## src/rtl/core/kest_pkg.sv

```systemverilog
// Shared types and constants for the key edge state table.
// Used by kest_cell and key_edge_state_table_core; depends on nothing.
package kest_pkg;

   localparam int TABLE_ENTRIES_DEF = 16;
   localparam int KEY_BITS_DEF      = 25;
   localparam int KEY_CODE_W        = 25;
   localparam int COMMAND_W         = 3;
   localparam int PHASE_W           = 2;

   typedef enum logic [COMMAND_W-1:0] {
      CMD_PRESS   = 3'd0,
      CMD_RELEASE = 3'd1,
      CMD_TICK    = 3'd2,
      CMD_QUERY   = 3'd3,
      CMD_CLEAR   = 3'd4
   } cmd_type;

   typedef enum logic [PHASE_W-1:0] {
      PHASE_ABSENT    = 2'd0,
      PHASE_TRIGGERED = 2'd1,
      PHASE_PRESSED   = 2'd2,
      PHASE_RELEASED  = 2'd3
   } phase_type;

   // Operation walking down the cell chain, one cell per cycle
   typedef struct packed {
      logic      valid;
      cmd_type   cmd;
      logic      hit;        // key found in an earlier cell
      phase_type phase;      // phase of that entry after the operation
      logic      free_seen;  // an earlier cell has reserved its free slot
   } token_type;

   // Broadcast from the tail once the walk is finished
   typedef struct packed {
      logic go;      // operation retires this cycle
      logic insert;  // reserved cell takes the key
   } commit_type;

endpackage

```

## src/rtl/core/key_edge_state_table_core.sv

```systemverilog
// Top level of the key edge state table: request register, chain of kest_cell
// entries, tail/commit logic and response register. Depends on kest_pkg, kest_cell.
//
//  Channel | Ports                                     | Direction
//  --------+-------------------------------------------+----------
//  req     | req_valid, req_stall, req_command,        | in
//          | req_key_code                              |
//  rsp     | rsp_valid, rsp_stall, rsp_key_phase,      | out
//          | rsp_dropped                               |
//
// One operation at a time: it walks the cell chain one entry per cycle, so
// rsp_valid rises after it has passed the head register, every cell and the
// tail register, and the next request is taken only once it has retired; the
// throughput is set by the chain length. req_stall is high while an operation
// is in flight; a stalled response holds the finished operation in the tail.
// Synchronous reset empties the table in the same cycle. A stalled response
// is held in the output register while the next request is taken.
module key_edge_state_table_core #(
   parameter int TABLE_ENTRIES = kest_pkg::TABLE_ENTRIES_DEF,
   parameter int KEY_BITS      = kest_pkg::KEY_BITS_DEF
) (
   input  logic                              clock,
   input  logic                              reset,
   input  logic                              req_valid,
   output logic                              req_stall,
   input  logic [kest_pkg::COMMAND_W-1:0]    req_command,
   input  logic [kest_pkg::KEY_CODE_W-1:0]   req_key_code,
   output logic                              rsp_valid,
   input  logic                              rsp_stall,
   output logic [kest_pkg::PHASE_W-1:0]      rsp_key_phase,
   output logic                              rsp_dropped
);

   logic                         busy_ff, busy_in;
   logic [KEY_BITS-1:0]          key_ff, key_in, key_ext;
   kest_pkg::token_type          head_ff, head_in;
   kest_pkg::token_type          tail_ff, tail_in;
   kest_pkg::token_type          chain [TABLE_ENTRIES+1];
   kest_pkg::commit_type         commit;
   logic                         rsp_valid_ff, rsp_valid_in;
   kest_pkg::phase_type          rsp_phase_ff, rsp_phase_in;
   logic                         rsp_dropped_ff, rsp_dropped_in;
   logic                         accept;
   logic                         fresh_press;

   generate
      if (KEY_BITS <= kest_pkg::KEY_CODE_W) begin : g_key_cut
         assign key_ext = req_key_code[KEY_BITS-1:0];
      end else begin : g_key_ext
         assign key_ext = {{(KEY_BITS-kest_pkg::KEY_CODE_W){1'b0}}, req_key_code};
      end
   endgenerate

   assign chain[0] = head_ff;

   generate
      for (genvar i = 0; i < TABLE_ENTRIES; i++) begin : g_cell
         kest_cell #(
            .KEY_BITS (KEY_BITS)
         ) u_cell (
            .clock   (clock),
            .reset   (reset),
            .key     (key_ff),
            .tok_in  (chain[i]),
            .commit  (commit),
            .tok_out (chain[i+1])
         );
      end
   endgenerate

   always_comb begin
      accept = req_valid && !busy_ff;

      head_in           = head_ff;
      head_in.valid     = accept;
      head_in.cmd       = kest_pkg::cmd_type'(req_command);
      head_in.hit       = 1'b0;
      head_in.phase     = kest_pkg::PHASE_ABSENT;
      head_in.free_seen = 1'b0;

      key_in = accept ? key_ext : key_ff;

      commit.go   = tail_ff.valid && (!rsp_valid_ff || !rsp_stall);
      fresh_press = (tail_ff.cmd == kest_pkg::CMD_PRESS) && !tail_ff.hit;
      commit.insert = commit.go && fresh_press && tail_ff.free_seen;

      tail_in = tail_ff;
      if (chain[TABLE_ENTRIES].valid) begin
         tail_in = chain[TABLE_ENTRIES];
      end else if (commit.go) begin
         tail_in.valid = 1'b0;
      end

      rsp_phase_in   = rsp_phase_ff;
      rsp_dropped_in = rsp_dropped_ff;
      if (commit.go) begin
         if (fresh_press) begin
            rsp_phase_in   = tail_ff.free_seen ? kest_pkg::PHASE_TRIGGERED
                                               : kest_pkg::PHASE_ABSENT;
            rsp_dropped_in = !tail_ff.free_seen;
         end else begin
            rsp_phase_in   = tail_ff.hit ? tail_ff.phase : kest_pkg::PHASE_ABSENT;
            rsp_dropped_in = 1'b0;
         end
      end

      priority if (commit.go) begin
         rsp_valid_in = 1'b1;
      end else if (!rsp_stall) begin
         rsp_valid_in = 1'b0;
      end else begin
         rsp_valid_in = rsp_valid_ff;
      end

      priority if (accept) begin
         busy_in = 1'b1;
      end else if (commit.go) begin
         busy_in = 1'b0;
      end else begin
         busy_in = busy_ff;
      end
   end

   always_ff @(posedge clock) begin
      if (reset) begin
         busy_ff       <= 1'b0;
         head_ff.valid <= 1'b0;
         tail_ff.valid <= 1'b0;
         rsp_valid_ff  <= 1'b0;
      end else begin
         busy_ff      <= busy_in;
         head_ff      <= head_in;
         tail_ff      <= tail_in;
         rsp_valid_ff <= rsp_valid_in;
      end
   end

   always_ff @(posedge clock) begin
      key_ff         <= key_in;
      rsp_phase_ff   <= rsp_phase_in;
      rsp_dropped_ff <= rsp_dropped_in;
   end

   assign req_stall     = busy_ff;
   assign rsp_valid     = rsp_valid_ff;
   assign rsp_key_phase = rsp_phase_ff;
   assign rsp_dropped   = rsp_dropped_ff;

endmodule

```

## src/rtl/core/kest_cell.sv

```systemverilog
// One table entry of the key edge state table plus its stage of the token chain.
// Depends on kest_pkg.
module kest_cell #(
   parameter int KEY_BITS = kest_pkg::KEY_BITS_DEF
) (
   input  logic                  clock,
   input  logic                  reset,
   input  logic [KEY_BITS-1:0]   key,
   input  kest_pkg::token_type   tok_in,
   input  kest_pkg::commit_type  commit,
   output kest_pkg::token_type   tok_out
);

   logic                 valid_ff, valid_in;
   kest_pkg::phase_type  phase_ff, phase_in;
   logic [KEY_BITS-1:0]  key_ff, key_in;
   logic                 pend_ff, pend_in;
   kest_pkg::token_type  pass_ff, pass_in;
   logic                 match;

   always_comb begin
      valid_in = valid_ff;
      phase_in = phase_ff;
      key_in   = key_ff;
      pend_in  = pend_ff;
      pass_in  = tok_in;
      match    = valid_ff && (key_ff == key);

      if (tok_in.valid) begin
         unique case (tok_in.cmd)
            kest_pkg::CMD_PRESS: begin
               // lowest free entry is reserved; filled only if key absent everywhere
               if (!valid_ff && !tok_in.free_seen) begin
                  pend_in           = 1'b1;
                  pass_in.free_seen = 1'b1;
               end
            end
            kest_pkg::CMD_RELEASE: begin
               if (match) begin
                  phase_in = kest_pkg::PHASE_RELEASED;
               end
            end
            kest_pkg::CMD_TICK: begin
               if (valid_ff) begin
                  if (phase_ff == kest_pkg::PHASE_TRIGGERED) begin
                     phase_in = kest_pkg::PHASE_PRESSED;
                  end else if (phase_ff == kest_pkg::PHASE_RELEASED) begin
                     valid_in = 1'b0;
                     phase_in = kest_pkg::PHASE_ABSENT;
                  end
               end
            end
            kest_pkg::CMD_CLEAR: begin
               valid_in = 1'b0;
               phase_in = kest_pkg::PHASE_ABSENT;
            end
            default: begin
            end
         endcase

         if (match && valid_in) begin
            pass_in.hit   = 1'b1;
            pass_in.phase = phase_in;
         end
      end

      if (commit.go) begin
         pend_in = 1'b0;
         if (commit.insert && pend_ff) begin
            valid_in = 1'b1;
            key_in   = key;
            phase_in = kest_pkg::PHASE_TRIGGERED;
         end
      end
   end

   always_ff @(posedge clock) begin
      if (reset) begin
         valid_ff      <= 1'b0;
         phase_ff      <= kest_pkg::PHASE_ABSENT;
         pend_ff       <= 1'b0;
         pass_ff.valid <= 1'b0;
      end else begin
         valid_ff <= valid_in;
         phase_ff <= phase_in;
         pend_ff  <= pend_in;
         pass_ff  <= pass_in;
      end
   end

   always_ff @(posedge clock) begin
      key_ff <= key_in;
   end

   assign tok_out = pass_ff;

endmodule

```

## config.mk

```make
export PLATFORM = sky130hd
export DESIGN_NAME = key_edge_state_table_core
export DESIGN_NICKNAME = d
export VERILOG_FILES = /design/src/rtl/core/kest_pkg.sv /design/src/rtl/core/key_edge_state_table_core.sv /design/src/rtl/core/kest_cell.sv
export SDC_FILE = /design/constraint.sdc
export NUM_CORES = 1
export LEC_CHECK = 0
export BUFFER_PORTS_ARGS = -buffer_cell sky130_fd_sc_hd__buf_2
export CORE_UTILIZATION = 45
export DETAILED_ROUTE_END_ITERATION = 8
export GPL_TIMING_DRIVEN = 0
export SLEW_MARGIN = 20
export SYNTH_ARGS = -nofsm -noshare
export SYNTH_HDL_FRONTEND = slang
export SYNTH_SLANG_ARGS = --single-unit
```

## constraint.sdc

```tcl
create_clock -name clock -period 5 [get_ports clock]
set_input_delay 0 -clock clock [delete_from_list [all_inputs] [get_ports clock]]
set_output_delay 0 -clock clock [all_outputs]
set_load 0.02 [all_outputs]
```

# Yosys cells after proc, flatten, opt, wreduce, memory -nomap -nowiden
# Cells that the tools add are included.
# totals
regBits	634
out_inout_bits	5
# classes
eq_ne	97
muxes	326
bitwise	1
n_reduce_logical	160
# ops
op	count
equality test 25 bit	16
two-way mux 2 bit	114
two-way mux 1 bit	149
one-hot mux 2 bit (3 select lines)	16
logical AND 1 bit	68
two-way mux 4 bit	15
zero test 3 bit	17
equality test 3 x 1 -> 1 bit (second input constant)	16
equality test 3 x 2 -> 1 bit (second input constant)	16
equality test 3 bit (second input constant)	16
two-way mux 3 bit	16
AND reduction 3 bit	16
AND reduction 2 bit	19
zero test 1 bit	36
equality test 2 x 1 -> 1 bit (second input constant)	16
equality test 2 bit (second input constant)	16
one-hot mux 1 bit (2 select lines)	16
nonzero test 2 bit	2
!= test 2 x 1 -> 1 bit (second input constant)	1
OR reduction 2 bit	1
logical OR 1 bit	1
NOT 1 bit	1

# Longest topological paths before layout
# logic_depth
depth_word	9
depth_mapped	7
depth_no_buf	7

# Cells and area by module
# Synthesis repeated with hierarchy kept, for this count alone.
# unflattened
hier_cells	2039
hier_area_um2	28303.4
# by_module_without_submodules
module	instances	cells_each	area_per_inst_um2	seq_area_each_um2
kest_cell at g_cell[0].u_cell ...	15	124	1686.6	1061.0
kest_cell at g_cell[9].u_cell	1	118	1671.6	1061.0
key_edge_state_table_core	1	61	1332.5	1221.2

# Least setup slack after synthesis
# No wires, ideal clock.
# synth_path
kind	input-to-reg
startpoint	in reset
endpoint	reg g_cell[11].u_cell.pend_ff
setup_ps	65
arrival_ps	3252
path_slack_ps	1683
stages	4
n_path_buf	1
cell_sequence	inv_1 > nand2_1 > clkbuf_1 > nor2_1
# synth_via
elab_chain_len	1
# synth_rtl
item	line	rtl
start: declaration	key_edge_state_table_core.sv:23	input logic reset,
OR reduction 2 bit (no line)	n/a	
end signal: assignment	kest_cell.sv:86	pend_ff <= pend_in;
end: declaration	kest_cell.sv:17	logic pend_ff, pend_in;
# No other way between the ends.
# A chain may end at the register's enable or synchronous reset.

==> impl_metrics.toml <==
[floorplan]
die_w_um = 255
io_pins = 37
start_util_pct = 45.6
dieArea_um2 = 65000
core-area_um2 = 63100
chipHeight_um = 255
placementRows = 92

[route]
first_iter_violations = 1691
routed.top_layer = "met4"
wl_per_cell_um = 25.4
via_per_inst = 5.68
wl_mm = 82.1
wl_met2_mm = 37.6
ant_nets = 0
drc = 0
wl_met1_mm = 36.0
dr_wl_met3_mm = 6.62
dr.pass1.iters = 5
vias = 18334

[worst_setup_path]
critPathCaptureType = "register"
cp_slowest_cell = "edfxtp_1"
r2r_setup_slack_ns = 1.18
slowest_delay_ns = 1.14
cp.arrival_ns = 4.16
critPathLaunchType = "register"
critical_path.max_fanout = 17
path_class = "reg2reg"
crit_chain = "buf_2 -> buf_4 -> xnor2_1 -> nand4_1 -> nor3_1 -> nand3_1 -> mux2_2"
critPathRequiredTime_ns = 5.34

[final_layout]
multiInputGateArea_um2 = 9710
finish.instance_area_um2 = 32900
syn_to_final_growth_pct = 14.2
drive_gt1_share_pct = 12.3
seq_area_um2 = 18200
nFillCells = 5462
nNetsFinal = 2407

[logic_synthesis]
synth_area_leaders = "edfxtp_1 (57%), xnor2_1 (11%), dfxtp_1 (5.8%), nand4_1 (2.3%), nand2b_1 (2.2%)"
ys_ff_latch = 634
syn-num-nets = 2255
netlist_instances = 2175
synth_top_area_share_pct = 57.4
synth_top_family_by_area = "simple AND/OR/NAND/NOR gates"
yosys.area_share.simple_pct = 12.7
syn_area_um2 = 28800
yosysSeqAreaShare_pct = 63.2
synth_area_per_cell_um2 = 13.2
yosys.area_share.adder_pct = 2.09
synth_flop_cell = "edfxtp_1"
synth_compound_area_share_pct = 6.12
async_flop_share_pct = 0
synth.distinct_cells = 76
synth_top_area_cell = "edfxtp_1"
yosysWarnings = 0
synth_mux_area_share_pct = 1.23
synth_xor_area_share_pct = 11.5
synth_edf_count = 550

[sta]
period_needed_ns = 3.82
timing.slew.headroom_pct = 16.5
finalHoldViolations = 0
slew_violations = 0
finalSetupViolCount = 0
fmax_ghz = 0.262
fin_hold_ws_ns = 0.0976
period_share_pct = 76.4
tightest_slew_ns = 1.25
rsz0062_at_grt = "no"
finClkSkew_ns = 0.0322

[power]
ir_drop_mv = 0.292
power_density_nw_per_um2 = 361
p_leak_nw = 10.8

[placed_design]
dp_hpwl_mm = 53.5
place_area_um2 = 30300
port_buffers = 36
gp_congestion = 0.869

[grt]
gr-usage-all-layers_pct = 25.6
grt_remaining_overflow = 0
grt_antenna_before_repair = 9
first_global_vias = 17462
grt_pass1_wl_mm = 118
grt_max_degree = 78

[clock_network]
clock_sinks = 634
postCtsHoldBufs = 31
insertion_delay_ns = 0.62
post-cts-setup-buffers = 0
cts_buffer_depth = 3
postCtsResizedCells = 0
root_buffer = "clkbuf_16"
clkTransAtPathRegs_ns = 0.06
tritoncts = "built"
cts_max_level = 3
cts_made_buffers = 69

[status]
status = "complete, no violations"

[worst_hold_path]
hold_class = "in2reg"

[job]
cap_violations = 0
[registers in the layout, indices dropped and copies added (netlist names)]
name / flops
g_cell.u_cell.key_ff: 400
g_cell.u_cell.tok_out: 128
g_cell.u_cell.phase_ff: 32
key_ff: 25
g_cell.u_cell.pend_ff: 16
g_cell.u_cell.valid_ff: 16
tail_ff: 8
chain: 4
rsp_key_phase: 2
req_stall: 1
rsp_dropped: 1
rsp_valid: 1
[cell families (layout without fill, tap and decap cells)]
| kind of cell | count (synthesis) | after routing |
|---|---|---|
| XOR/XNOR | 378 | 378 |
| flip-flops | 634 | 634 |
| buffers and inverters | 162 | 367 |
| AO/OA/AOI/OAI | 248 | 248 |
| AND/OR/NAND/NOR | 673 | 673 |
| other | 0 | 1 |
| multiplexers | 32 | 32 |
| adder cells (fa/ha/maj) | 48 | 48 |
[area by class of cell]
| cell class | instances | area share (%) |
|---|---|---|
| clock inverters | 32 | 0.998 |
| plain buffers | 80 | 1.77 |
| clock buffers | 92 | 5.83 |
| multi-input cells | 1379 | 29.6 |
| well taps | 846 | 3.22 |
| repair buffers | 81 | 2.27 |
| diodes | 1 | 0.00762 |
| flip-flops and latches | 634 | 55.4 |
| inverters | 82 | 0.952 |
[metal layers]
metal / vias to the layer above / GRT usage, %
met4: 0 / 7.75
met1: 9196 / 37.0
met5: - / 0
met3: 116 / 3.58
met2: 757 / 40.1
li1: 8265 / -
[critical path: cells and delay by family, from the launching register on]
family / cells / cell delay (ns)
buf+inv: 2 / 0.93
flops: 1 / 1.14
mux: 1 / 0.34
xor+xnor: 1 / 0.17
simple gates: 3 / 0.95
[Yosys cell counts, types with 11 or more instances]
master	instances
a21o_1	13
a21oi_1	73
a22oi_1	16
a32o_1	11
buf_2	13
buf_4	24
buf_6	23
clkbuf_1	18
dfxtp_1	84
edfxtp_1	550
ha_1	48
inv_1	81
mux2_2	28
nand2_1	119
nand2b_1	101
nand3_1	39
nand3b_1	17
nand4_1	106
nor2_1	131
nor2b_1	20
nor3_1	27
nor4_1	38
o21ai_0	30
or2_2	20
xnor2_1	346
xor2_1	31
[stage by stage]
stage	std cells	util, %	TNS (ns)	setup WS (ns)	total power, W
6_report	3227	52.1	0	1.18	0.0119
5_1_grt	3226	52.1	0	1.03	0.0122
4_1_cts	3225	52.1	0	1.15	0.0119
3_5_place_dp	3070	48.0	0	1.16	0.00685
3_3_place_gp	3057	47.6	-23.50	-1.64	0.00682
2_1_floorplan	2175	-	0	1.68	0.00647
[cells in the final DEF (no fill, tap or decap), drive strengths merged, types with 9 or more instances in the layout]
cell type	netlist	layout
nand2	126	126
nand2b	101	101
o2111ai	10	10
inv	82	84
edfxtp	550	550
nand3	39	39
a21oi	73	73
o211ai	10	10
a22oi	16	16
a32o	11	11
nand4	106	106
xnor2	347	347
a2111oi	9	9
dlygate4sd3	0	31
nor3	28	28
nor2	131	131
nor4	39	39
a221oi	12	12
nor2b	20	20
ha	48	48
clkbuf	18	110
or2	20	20
buf	62	112
nand3b	17	17
dfxtp	84	84
mux2	28	28
o21ai	30	30
xor2	31	31
a211oi	10	10
a21o	13	13
clkinv	0	24
and3	9	9
[path summary, 6_finish.rpt]
path,startpoint,to,cells after the start
setup / recovery,key_ff[8]$_DFFE_PP_,g_cell[13].u_cell.tok_out[2]$_DFFE_PN_,7
setup reg to reg,key_ff[8]$_DFFE_PP_,g_cell[13].u_cell.tok_out[2]$_DFFE_PN_,7
hold reg to reg,g_cell[15].u_cell.tok_out[1]$_DFFE_PN_,tail_ff[1]$_DFFE_PP_,0
hold / removal,req_key_code[22],key_ff[22]$_DFFE_PP_,2
[where the power goes]
group	switching [W]	internal [W]	total (W)
logic	0.000473	0.000288	0.000761
clock network	0.00209	0.00301	0.00510
registers	0.000161	0.00584	0.00600
total	0.00273	0.00914	0.0119
(Power assumes the default switching activity.)
